<file path="src/rtl/mppt_gt_pkg.sv">
// Package for the gradient tracker: register map, reset values, sequencer states, widths.
package mppt_gt_pkg;

  localparam int unsigned FieldW  = 16;
  localparam int unsigned PowerW  = 32;
  localparam int unsigned CfgIdxW = 3;
  localparam int unsigned QuoW    = 32;
  localparam int unsigned MagW    = QuoW + 1;
  localparam int unsigned MulAW   = MagW;
  localparam int unsigned MulBW   = FieldW;
  localparam int unsigned MulW    = MulAW + MulBW;
  localparam int unsigned DivCntW = $clog2(QuoW);

  typedef enum logic [CfgIdxW-1:0] {
    REG_STEP_MAX = 3'd0,
    REG_GAIN     = 3'd1,
    REG_DEADBAND = 3'd2,
    REG_MIN_SP   = 3'd3,
    REG_MAX_SP   = 3'd4
  } cfg_reg_e;

  localparam logic [FieldW-1:0] StepMaxRst  = 16'd100;
  localparam logic [FieldW-1:0] GainRst     = 16'd6554;
  localparam logic [FieldW-1:0] DeadbandRst = 16'd5;
  localparam logic [FieldW-1:0] MinSpRst    = 16'd0;
  localparam logic [FieldW-1:0] MaxSpRst    = 16'd15000;

  typedef enum logic [5:0] {
    S_IDLE = 6'b000001,
    S_MUL  = 6'b000010,
    S_DIV  = 6'b000100,
    S_SUM  = 6'b001000,
    S_GAIN = 6'b010000,
    S_FIN  = 6'b100000
  } state_e;

endpackage

</file>
<file path="src/rtl/mppt_gradient_tracker.sv">
// Incremental-conductance MPPT tracker with a shared multiplier and a bit-serial divider.
//
// Input beats (volt_mv_i, curr_ma_i) are taken when in_valid_i is high and in_stall_o low.
// in_stall_o stays high from acceptance until the result has been handed to the output
// register, so one sample is worked on at a time.
// Result beats are offered on out_valid_o and taken when out_stall_i is low; the fields
// hold steady while stalled. A result waiting in the output register does not block the
// next sample; only the final write of the following sample waits for it to be taken.
// From acceptance to out_valid_o, a sample with a changed voltage passes one multiply,
// 32 restoring-division steps at one quotient bit per cycle, sum, gain multiply and final
// clamp; with an unchanged voltage it goes straight to the final clamp. The divider loop
// is the longest part. A new sample is taken only once the last one has been handed on.
// Configuration writes use cfg_valid_i/cfg_ready_o with cfg_index_i and cfg_data_i;
// cfg_ready_o is always high, indexes past the register list are dropped. Write only
// while the tracker is idle.
// Reset (rst_ni low, asynchronous) restores the register defaults and clears the previous
// sample, the setpoint and the recorded peak; no result is pending afterwards.
module mppt_gradient_tracker (
  input  logic                             clk_i,
  input  logic                             rst_ni,
  input  logic                             in_valid_i,
  output logic                             in_stall_o,
  input  logic [mppt_gt_pkg::FieldW-1:0]   volt_mv_i,
  input  logic [mppt_gt_pkg::FieldW-1:0]   curr_ma_i,
  output logic                             out_valid_o,
  input  logic                             out_stall_i,
  output logic [mppt_gt_pkg::FieldW-1:0]   setpoint_mv_o,
  output logic                             at_peak_o,
  output logic [mppt_gt_pkg::FieldW-1:0]   peak_volt_mv_o,
  output logic [mppt_gt_pkg::FieldW-1:0]   peak_curr_ma_o,
  output logic [mppt_gt_pkg::PowerW-1:0]   peak_power_uw_o,
  input  logic                             cfg_valid_i,
  output logic                             cfg_ready_o,
  input  logic [mppt_gt_pkg::CfgIdxW-1:0]  cfg_index_i,
  input  logic [mppt_gt_pkg::FieldW-1:0]   cfg_data_i
);
  import mppt_gt_pkg::*;

  state_e state_q, state_d;

  logic [FieldW-1:0] step_max_q, gain_q, deadband_q, min_sp_q, max_sp_q;
  logic [FieldW-1:0] prev_volt_q, prev_curr_q, setpoint_q;
  logic [FieldW-1:0] peak_volt_q, peak_curr_q;
  logic [PowerW-1:0] peak_power_q;
  logic              at_peak_q, out_valid_q;

  logic [FieldW-1:0]  volt_q, curr_q, dv_mag_q, di_mag_q;
  logic               quo_neg_q, dneg_q, peak_q;
  logic [FieldW-1:0]  rem_q;
  logic [QuoW-1:0]    quo_q;
  logic [DivCntW-1:0] cnt_q;
  logic [MagW-1:0]    mag_q, s_q;

  // sample differences
  logic signed [FieldW:0] dv_s, di_s, dv_neg, di_neg;
  logic                   in_acc, out_free;

  assign dv_s   = $signed({1'b0, volt_mv_i}) - $signed({1'b0, prev_volt_q});
  assign di_s   = $signed({1'b0, curr_ma_i}) - $signed({1'b0, prev_curr_q});
  assign dv_neg = -dv_s;
  assign di_neg = -di_s;

  assign in_stall_o = (state_q != S_IDLE);
  assign in_acc     = in_valid_i && !in_stall_o;
  assign out_free   = !out_valid_q || !out_stall_i;

  // shared multiplier
  logic [MulAW-1:0] mul_a;
  logic [MulBW-1:0] mul_b;
  logic [MulW-1:0]  mul_p;

  always_comb begin
    unique case (state_q)
      S_MUL: begin
        mul_a = {{(MulAW-FieldW){1'b0}}, volt_q};
        mul_b = di_mag_q;
      end
      S_GAIN: begin
        mul_a = mag_q;
        mul_b = gain_q;
      end
      default: begin
        mul_a = {{(MulAW-FieldW){1'b0}}, volt_q};
        mul_b = curr_q;
      end
    endcase
  end

  assign mul_p = mul_a * mul_b;

  // one restoring-division step
  logic [FieldW:0] div_sh, div_diff;
  logic            div_ge;

  assign div_sh   = {rem_q, quo_q[QuoW-1]};
  assign div_diff = div_sh - {1'b0, dv_mag_q};
  assign div_ge   = (div_sh >= {1'b0, dv_mag_q});

  // derivative d = curr + q and its magnitude
  logic signed [MagW-1:0]  q_s;
  logic signed [MagW:0]    d_s, d_neg;
  logic [MagW-1:0]         d_mag;

  assign q_s   = quo_neg_q ? -$signed({1'b0, quo_q}) : $signed({1'b0, quo_q});
  assign d_s   = $signed({{(MagW-FieldW+1){1'b0}}, curr_q}) + $signed({q_s[MagW-1], q_s});
  assign d_neg = -d_s;
  assign d_mag = d_s[MagW] ? d_neg[MagW-1:0] : d_s[MagW-1:0];

  // final setpoint update
  logic [FieldW-1:0]        step_mag, sp_new;
  logic signed [FieldW+1:0] sp_sum, sp_lo;

  assign step_mag = (s_q > {{(MagW-FieldW){1'b0}}, step_max_q}) ? step_max_q
                                                               : s_q[FieldW-1:0];
  assign sp_sum = dneg_q ? $signed({2'b00, setpoint_q}) - $signed({2'b00, step_mag})
                         : $signed({2'b00, setpoint_q}) + $signed({2'b00, step_mag});
  assign sp_lo  = (sp_sum < $signed({2'b00, min_sp_q})) ? $signed({2'b00, min_sp_q}) : sp_sum;

  always_comb begin
    if (peak_q) begin
      sp_new = (setpoint_q < min_sp_q) ? min_sp_q : setpoint_q;
    end else if (sp_lo > $signed({2'b00, max_sp_q})) begin
      sp_new = max_sp_q;
    end else begin
      sp_new = sp_lo[FieldW-1:0];
    end
  end

  // sequencer
  always_comb begin
    state_d = state_q;
    unique case (state_q)
      S_IDLE: begin
        if (in_acc) begin
          state_d = (dv_s == '0) ? S_FIN : S_MUL;
        end
      end
      S_MUL:  state_d = S_DIV;
      S_DIV: begin
        if (cnt_q == DivCntW'(QuoW - 1)) begin
          state_d = S_SUM;
        end
      end
      S_SUM:  state_d = S_GAIN;
      S_GAIN: state_d = S_FIN;
      S_FIN: begin
        if (out_free) begin
          state_d = S_IDLE;
        end
      end
      default: state_d = S_IDLE;
    endcase
  end

  always_ff @(posedge clk_i or negedge rst_ni) begin
    if (!rst_ni) begin
      state_q <= S_IDLE;
    end else begin
      state_q <= state_d;
    end
  end

  // configuration
  assign cfg_ready_o = 1'b1;

  always_ff @(posedge clk_i or negedge rst_ni) begin
    if (!rst_ni) begin
      step_max_q <= StepMaxRst;
      gain_q     <= GainRst;
      deadband_q <= DeadbandRst;
      min_sp_q   <= MinSpRst;
      max_sp_q   <= MaxSpRst;
    end else if (cfg_valid_i && cfg_ready_o) begin
      unique case (cfg_index_i)
        REG_STEP_MAX: step_max_q <= cfg_data_i;
        REG_GAIN:     gain_q     <= cfg_data_i;
        REG_DEADBAND: deadband_q <= cfg_data_i;
        REG_MIN_SP:   min_sp_q   <= cfg_data_i;
        REG_MAX_SP:   max_sp_q   <= cfg_data_i;
        default: ;
      endcase
    end
  end

  // datapath working registers
  always_ff @(posedge clk_i) begin
    unique case (state_q)
      S_IDLE: begin
        if (in_acc) begin
          volt_q    <= volt_mv_i;
          curr_q    <= curr_ma_i;
          dv_mag_q  <= dv_s[FieldW] ? dv_neg[FieldW-1:0] : dv_s[FieldW-1:0];
          di_mag_q  <= di_s[FieldW] ? di_neg[FieldW-1:0] : di_s[FieldW-1:0];
          quo_neg_q <= dv_s[FieldW] ^ di_s[FieldW];
          // unchanged voltage: full step by the sign of dI, or peak when dI is zero too
          s_q       <= {{(MagW-FieldW){1'b0}}, step_max_q};
          dneg_q    <= di_s[FieldW];
          peak_q    <= (di_s == '0);
        end
      end
      S_MUL: begin
        rem_q <= '0;
        quo_q <= mul_p[QuoW-1:0];
        cnt_q <= '0;
      end
      S_DIV: begin
        rem_q <= div_ge ? div_diff[FieldW-1:0] : div_sh[FieldW-1:0];
        quo_q <= {quo_q[QuoW-2:0], div_ge};
        cnt_q <= cnt_q + 1'b1;
      end
      S_SUM: begin
        mag_q  <= d_mag;
        dneg_q <= d_s[MagW];
        peak_q <= (d_mag <= {{(MagW-FieldW){1'b0}}, deadband_q});
      end
      S_GAIN: begin
        s_q <= mul_p[MulW-1:MulBW];
      end
      default: ;
    endcase
  end

  // tracker state and result beat
  always_ff @(posedge clk_i or negedge rst_ni) begin
    if (!rst_ni) begin
      prev_volt_q  <= '0;
      prev_curr_q  <= '0;
      setpoint_q   <= '0;
      peak_volt_q  <= '0;
      peak_curr_q  <= '0;
      peak_power_q <= '0;
      at_peak_q    <= 1'b0;
      out_valid_q  <= 1'b0;
    end else begin
      if (state_q == S_FIN && out_free) begin
        prev_volt_q <= volt_q;
        prev_curr_q <= curr_q;
        setpoint_q  <= sp_new;
        at_peak_q   <= peak_q;
        out_valid_q <= 1'b1;
        if (peak_q) begin
          peak_volt_q  <= volt_q;
          peak_curr_q  <= curr_q;
          peak_power_q <= mul_p[PowerW-1:0];
        end
      end else if (out_valid_q && !out_stall_i) begin
        out_valid_q <= 1'b0;
      end
    end
  end

  assign out_valid_o     = out_valid_q;
  assign setpoint_mv_o   = setpoint_q;
  assign at_peak_o       = at_peak_q;
  assign peak_volt_mv_o  = peak_volt_q;
  assign peak_curr_ma_o  = peak_curr_q;
  assign peak_power_uw_o = peak_power_q;

  // checks
  a_out_after_fin: assert property (@(posedge clk_i) disable iff (!rst_ni)
    $rose(out_valid_q) |-> $past(state_q == S_FIN))
    else $error("result beat raised outside the final step");

  a_div_exit: assert property (@(posedge clk_i) disable iff (!rst_ni)
    (state_q == S_DIV && cnt_q == DivCntW'(QuoW - 1)) |=> (state_q == S_SUM))
    else $error("divider did not finish after the last quotient bit");

  a_peak_power: assert property (@(posedge clk_i) disable iff (!rst_ni)
    out_valid_q |-> (peak_power_q == PowerW'(peak_volt_q) * PowerW'(peak_curr_q)))
    else $error("peak power does not match recorded peak point");

  a_sp_range: assert property (@(posedge clk_i) disable iff (!rst_ni)
    ($rose(out_valid_q) && !at_peak_q && (min_sp_q <= max_sp_q))
      |-> (setpoint_q >= min_sp_q && setpoint_q <= max_sp_q))
    else $error("stepped setpoint outside limits");

endmodule
</file>
<file path="config.mk">
export PLATFORM = sky130hd
export DESIGN_NAME = mppt_gradient_tracker
export DESIGN_NICKNAME = d
export VERILOG_FILES = /design/src/rtl/mppt_gt_pkg.sv /design/src/rtl/mppt_gradient_tracker.sv
export SDC_FILE = /design/constraint.sdc
export NUM_CORES = 2
export LEC_CHECK = 0
export BUFFER_PORTS_ARGS = -buffer_cell sky130_fd_sc_hd__buf_2
export CAP_MARGIN = 20
export CORE_MARGIN = 5
export CORE_UTILIZATION = 40
export CTS_CLUSTER_DIAMETER = 40
export DETAILED_ROUTE_END_ITERATION = 8
export PLACE_DENSITY = 0.6
export SYNTH_ARGS = -nofsm -noshare
export SYNTH_HDL_FRONTEND = slang
export SYNTH_SLANG_ARGS = --single-unit
</file>
<file path="constraint.sdc">
create_clock -name clk_i -period 9.66 [get_ports clk_i]
set_input_delay 1.932 -clock clk_i [delete_from_list [all_inputs] [get_ports clk_i]]
set_output_delay 1.932 -clock clk_i [all_outputs]
set_load 0.01 [all_outputs]
</file>
# Yosys cells after proc, flatten, opt, wreduce, memory -nomap -nowiden
# Index checks and enable logic that the tools add are counted.
# word_totals
reg_bits	386
latch_bits	0
ram_bits	0
rom_bits	0
in_bits	56
output_inout_bits	84
word_cells	115
memories	0
# classes
n_addsub	11
mul	1
div	0
magnitude_cmp	6
eq_ne	16
shifts	0
muxes	29
bitwise_logic	1
n_reduce_logical	25
# ops
op	n
33-bit two-way mux	4
16-bit two-way mux	7
33-bit case mux with 2 select lines	1
16-bit case mux with 2 select lines	2
32-bit case mux with 2 select lines	1
16-bit by 16-bit subtractor with 17-bit output	3
33-bit by 16-bit multiplier with 49-bit output	1
18-bit two-way mux	2
6-bit case mux with 6 select lines	1
17-bit by 33-bit adder with 34-bit output	1
17-bit zero test	2
33-bit by 16-bit greater-than comparator with 1-bit output	1
33-bit by 16-bit less-or-equal comparator with 1-bit output	1
32-bit negator with 33-bit output	1
33-bit negator	1
16-bit negator	2
6-bit two-way mux	4
2-bit AND reduction	10
18-bit by 17-bit greater-than comparator with 1-bit output	1
18-bit by 17-bit less-than comparator with 1-bit output	1
16-bit by 16-bit adder with 17-bit output	1
17-bit by 16-bit greater-or-equal comparator with 1-bit output	1
16-bit less-than comparator	1
16-bit subtractor	1
other kinds (24)	38

# Longest topological paths before layout
# depth
ltp_word	9
ltp_mapped	56

# Worst setup path after synthesis
# Ideal clock, no wire load.
# synth_timing
path_type	register -> register
startpoint	reg step_max_q[1]
endpoint	reg setpoint_q[6], in the netlist setpoint_mv_o[6]
setup_time_ns	0.142
t_arrival_ns	9.690
path_slack_ns	-0.172
stages_incl_launch_ff	52
synth_period_minus_slack_ns	9.832
cell_sequence	dfrtp_1 -> inv_1 -> ha_1 -> nor2b_1 -> o21a_1 -> o21a_1 -> o21a_1 -> o21a_1 -> o21a_1 -> o21ai_0 -> nand2b_1 -> a21oi_1 -> o21a_1 -> o21ai_0 -> a21oi_1 -> clkbuf_1 -> mux2_2 -> ha_1 -> [16 not listed] -> nor4_1 -> ha_1 -> clkbuf_1 -> clkbuf_1 -> mux2_2 -> ha_1 -> nand4_1 -> o21a_1 -> o21ai_0 -> a21oi_1 -> nor2b_1 -> o21ai_0 -> a21o_1 -> a41oi_1 -> buf_1 -> clkbuf_1 -> mux2i_1 -> o221ai_1
# synth_between
elab_chain_len	9
elab_cells_between_ends	10
cone_classes	2 x add/sub; 3 x order compare; 5 x mux
# synth_rtl
element	line	rtl
start: declaration	mppt_gradient_tracker.sv:41	logic [FieldW-1:0] step_max_q, gain_q, deadband_q, min_sp_q, max_sp_q;
start signal: assignment	mppt_gradient_tracker.sv:168	step_max_q <= StepMaxRst;
start signal: assignment	mppt_gradient_tracker.sv:175	REG_STEP_MAX: step_max_q <= cfg_data_i;
33-bit by 16-bit greater-than comparator with 1-bit output	mppt_gradient_tracker.sv:113	assign step_mag = (s_q > {{(MagW-FieldW){1'b0}}, step_max_q}) ? step_max_q
16-bit two-way mux (*)	mppt_gradient_tracker.sv:113	
16-bit by 16-bit adder with 17-bit output or 16-bit by 16-bit subtractor with 17-bit output (tied branches)	mppt_gradient_tracker.sv:116, mppt_gradient_tracker.sv:115	
18-bit two-way mux (*)	mppt_gradient_tracker.sv:115	assign sp_sum = dneg_q ? $signed({2'b00, setpoint_q}) - $signed({2'b00, step_mag})
18-bit by 17-bit less-than comparator with 1-bit output	mppt_gradient_tracker.sv:117	assign sp_lo = (sp_sum < $signed({2'b00, min_sp_q})) ? $signed({2'b00, min_sp_q}) : sp_sum;
18-bit two-way mux (*)	mppt_gradient_tracker.sv:117	
18-bit by 17-bit greater-than comparator with 1-bit output	mppt_gradient_tracker.sv:122	end else if (sp_lo > $signed({2'b00, max_sp_q})) begin
16-bit two-way mux (*)	mppt_gradient_tracker.sv:122	
16-bit two-way mux (*)	mppt_gradient_tracker.sv:120	if (peak_q) begin
end signal: assignment	mppt_gradient_tracker.sv:238	setpoint_q <= sp_new;
end: declaration	mppt_gradient_tracker.sv:42	logic [FieldW-1:0] prev_volt_q, prev_curr_q, setpoint_q;
# Every way passes the cells marked *; elsewhere a longest branch is shown, timed or not.
# A chain may end at the register's enable or synchronous reset.

# Worst setup path after layout
# layout_timing
startpoint	reg s_q[1]
endpoint	reg setpoint_q[7], in the netlist setpoint_mv_o[7]
# layout_between
elab_chain_len	9
elab_cells_between_ends	10
cone_classes	2 x add/sub; 3 x order compare; 5 x mux
# layout_rtl
element	line	rtl
start: declaration	mppt_gradient_tracker.sv:52	logic [MagW-1:0] mag_q, s_q;
start signal: assignment	mppt_gradient_tracker.sv:196	s_q <= {{(MagW-FieldW){1'b0}}, step_max_q};
start signal: assignment	mppt_gradient_tracker.sv:217	s_q <= mul_p[MulW-1:MulBW];
33-bit by 16-bit greater-than comparator with 1-bit output	mppt_gradient_tracker.sv:113	
16-bit two-way mux (*)	mppt_gradient_tracker.sv:113	
16-bit by 16-bit adder with 17-bit output or 16-bit by 16-bit subtractor with 17-bit output (tied branches)	mppt_gradient_tracker.sv:116, mppt_gradient_tracker.sv:115	
18-bit two-way mux (*)	mppt_gradient_tracker.sv:115	
18-bit by 17-bit less-than comparator with 1-bit output	mppt_gradient_tracker.sv:117	
18-bit two-way mux (*)	mppt_gradient_tracker.sv:117	
18-bit by 17-bit greater-than comparator with 1-bit output	mppt_gradient_tracker.sv:122	
16-bit two-way mux (*)	mppt_gradient_tracker.sv:122	
16-bit two-way mux (*)	mppt_gradient_tracker.sv:120	
# Marks and branches as above.

==> flow_summary.json <==
{
  "status": "finished, final reports clean",
  "synthFlopType": "edfxtp_1",
  "top_layer_used": "met4",
  "vias": 32100,
  "die_height_um": 329,
  "cap_viol_max_count": 0,
  "clk_path_buf_depth": 3,
  "synth_edf_count": 186,
  "wl_met1_mm": 54.3,
  "cts_made_buffers": 54,
  "synth_fp_nets": 5197,
  "wl_met3_mm": 8.22,
  "seqCellArea_um2": 10600,
  "tightest_slew_ns": 1.12,
  "crit_type": "reg -> reg",
  "placed_area_um2": 43900,
  "post-route-drc-count": 0,
  "drt_iter0_drc": 2433,
  "clk_pin_slew_ns": 0.06,
  "std_cell_rows": 117,
  "yosysWarnings": 0,
  "synth_cell_type_count": 100,
  "met2_length_mm": 56.4,
  "postRouteAntennaNets": 0,
  "slew_violations": 0,
  "multi_input_area_um2": 27600,
  "design_area_um2": 46200,
  "crit_path_start_kind": "flip-flop",
  "reg2reg_to": "setpoint_mv_o[7]",
  "cp_slowest_stage_delay_ns": 0.40,
  "hold_path_end": "peak_power_uw_o[10]",
  "cts.sinks": 386,
  "critPathArrivalTime_ns": 9.82,
  "cts_tree": "built",
  "slew_headroom": 0.252,
  "rsz0062_at_grt": "true",
  "final_cells": 6003,
  "period_needed_ns": 9.36,
  "r2r_cells": 51,
  "grt_pass1_wl_mm": 192,
  "antenna_found_initial": 2,
  "r2r_slack_ns": 0.30,
  "fillCellCount": 9690,
  "place_congestion": 0.922,
  "reg2reg_from": "s_q[1]",
  "clock.fmax_ghz": 0.107,
  "hold_depth": 2,
  "drive_above_1_share": 0.145,
  "grt_pass1_vias": 32700,
  "setup_viol": 0,
  "dp_cells": 5888,
  "fin_tns_setup_ns": 0,
  "ys_seq_area_frac": 0.260,
  "first_pass_iters": 6,
  "grt-ovfl-total": 0,
  "final_common_cell": "nand2_1",
  "initial_core_util": 0.402,
  "cp_slowest_cell": "ha_2",
  "die_x_um": 329,
  "clock_latency_ns": 0.63,
  "postSynthCellCount": 4400,
  "syn_to_final_growth_pct": 13.3,
  "viasPerCell": 5.35,
  "hold_viol": 0,
  "dp_hpwl_mm": 98.0,
  "ioPinCount": 140,
  "crit_top_cell": "o21a_1",
  "critPathCaptureType": "flip-flop",
  "syn_avg_cell_area_um2": 9.27,
  "fin_nets": 5385,
  "hold_ws_ns": 0.479,
  "dieArea_um2": 108000,
  "post-route-period-util": 0.969,
  "worstPathRequired_ns": 10.12,
  "cp_max_fo": 6,
  "track_usage": 0.228,
  "core_area_um2": 101000,
  "min_from": "peak_power_uw_o[10]",
  "hold_class": "reg -> reg",
  "synthArstFlopShare": 0.518,
  "grt_max_degree": 92,
  "skew_ns": 0.0345,
  "cts_root_buf": "clkbuf_16",
  "wirelength_mm": 124,
  "wl_per_cell_um": 20.7,
  "synth_area_um2": 40800,
  "cts-htree-levels": 2,
  "port_buffers": 138,
  "ys_ff_latch": 386,
  "final_cell_mix": "736 x nand2_1, 601 x inv_1, 437 x fa_1"
}
[metal layers]
| metal | track usage | vias to the layer above |
|---|---|---|
| met2 | 0.365 | 1021 |
| met1 | 0.315 | 16000 |
| met4 | 0.0819 | 0 |
| li1 | - | 14900 |
| met5 | 0 | - |
| met3 | 0.0373 | 226 |
[synth_stat cells (54+ instances only)]
| library cell | instances | share of area |
|---|---|---|
| dfrtp_1 | 180 | 0.11 |
| nor2_1 | 290 | 0.027 |
| clkbuf_1 | 164 | 0.015 |
| mux2_2 | 137 | 0.038 |
| xnor2_1 | 150 | 0.032 |
| inv_1 | 603 | 0.056 |
| mux2i_1 | 58 | 0.014 |
| a21o_1 | 54 | 0.0099 |
| edfxtp_1 | 186 | 0.14 |
| a21oi_1 | 149 | 0.018 |
| nand2_1 | 737 | 0.068 |
| ha_1 | 303 | 0.093 |
| fa_1 | 438 | 0.22 |
| o21ai_0 | 228 | 0.028 |
| xor2_1 | 60 | 0.013 |
[worst max-delay path: cells and delay by family (launching register included)]
family,cells,cell delay [ns]
adders and majority gates,5,1.69
muxes,3,0.67
DFF,1,0.39
buffers and inverters,4,0.73
AOI/OAI and AO/OA,31,4.61
and+or+nand+nor,7,0.89
xor gates and xnor gates,1,0.18
[layout make-up]
class	count	area share
clock buffers	62	0.0312
flip-flops and latches	386	0.230
inverters	603	0.0490
clock inverters	39	0.00950
multi-input cells	3223	0.596
well taps	1368	0.0370
diodes	2	0.000108
repair buffers	320	0.0472
[state kept, by name, indices dropped and copies added (netlist names), 32 cells and up]
register / count
mag_q: 33
peak_power_uw_o: 32
quo_q: 32
s_q: 33
[through the flow]
stage / worst slack, ns / utilization
after detailed placement: -0.0337 / 0.433
after global placement: 0.145 / 0.433
final: 0.299 / 0.456
after floorplan: 0.136 / -
after global routing: -0.206 / 0.455
after CTS: 0.0106 / 0.451
[cells by family after synthesis]
family / synth area share
xor gates and xnor gates: 0.0451
adders and majority gates: 0.308
AOI/OAI and AO/OA: 0.110
other: 0.0000920
buffers and inverters: 0.0738
and+or+nand+nor: 0.151
DFF: 0.260
muxes: 0.0523
[worst max path at each step]
stage | start | to
CTS | step_max_q[1] | setpoint_mv_o[2]
global placement | step_max_q[2] | setpoint_mv_o[8]
detailed placement | step_max_q[1] | setpoint_mv_o[2]
finish | s_q[1] | setpoint_mv_o[7]
global route | s_q[1] | setpoint_mv_o[7]
floorplan | step_max_q[1] | setpoint_mv_o[6]
[repair_timing]
action                     4_1_cts  5_1_grt
buffers inserted                 2        9
pin swaps                        3       59
setup endpoints to repair       13       18
gates resized for setup          5       73
cloned                           0        1
hold buffers                     0        0
Power is left out: the tool's default activity adds up to more than one toggle a clock period on the data nets, which glitch-free logic cannot reach.
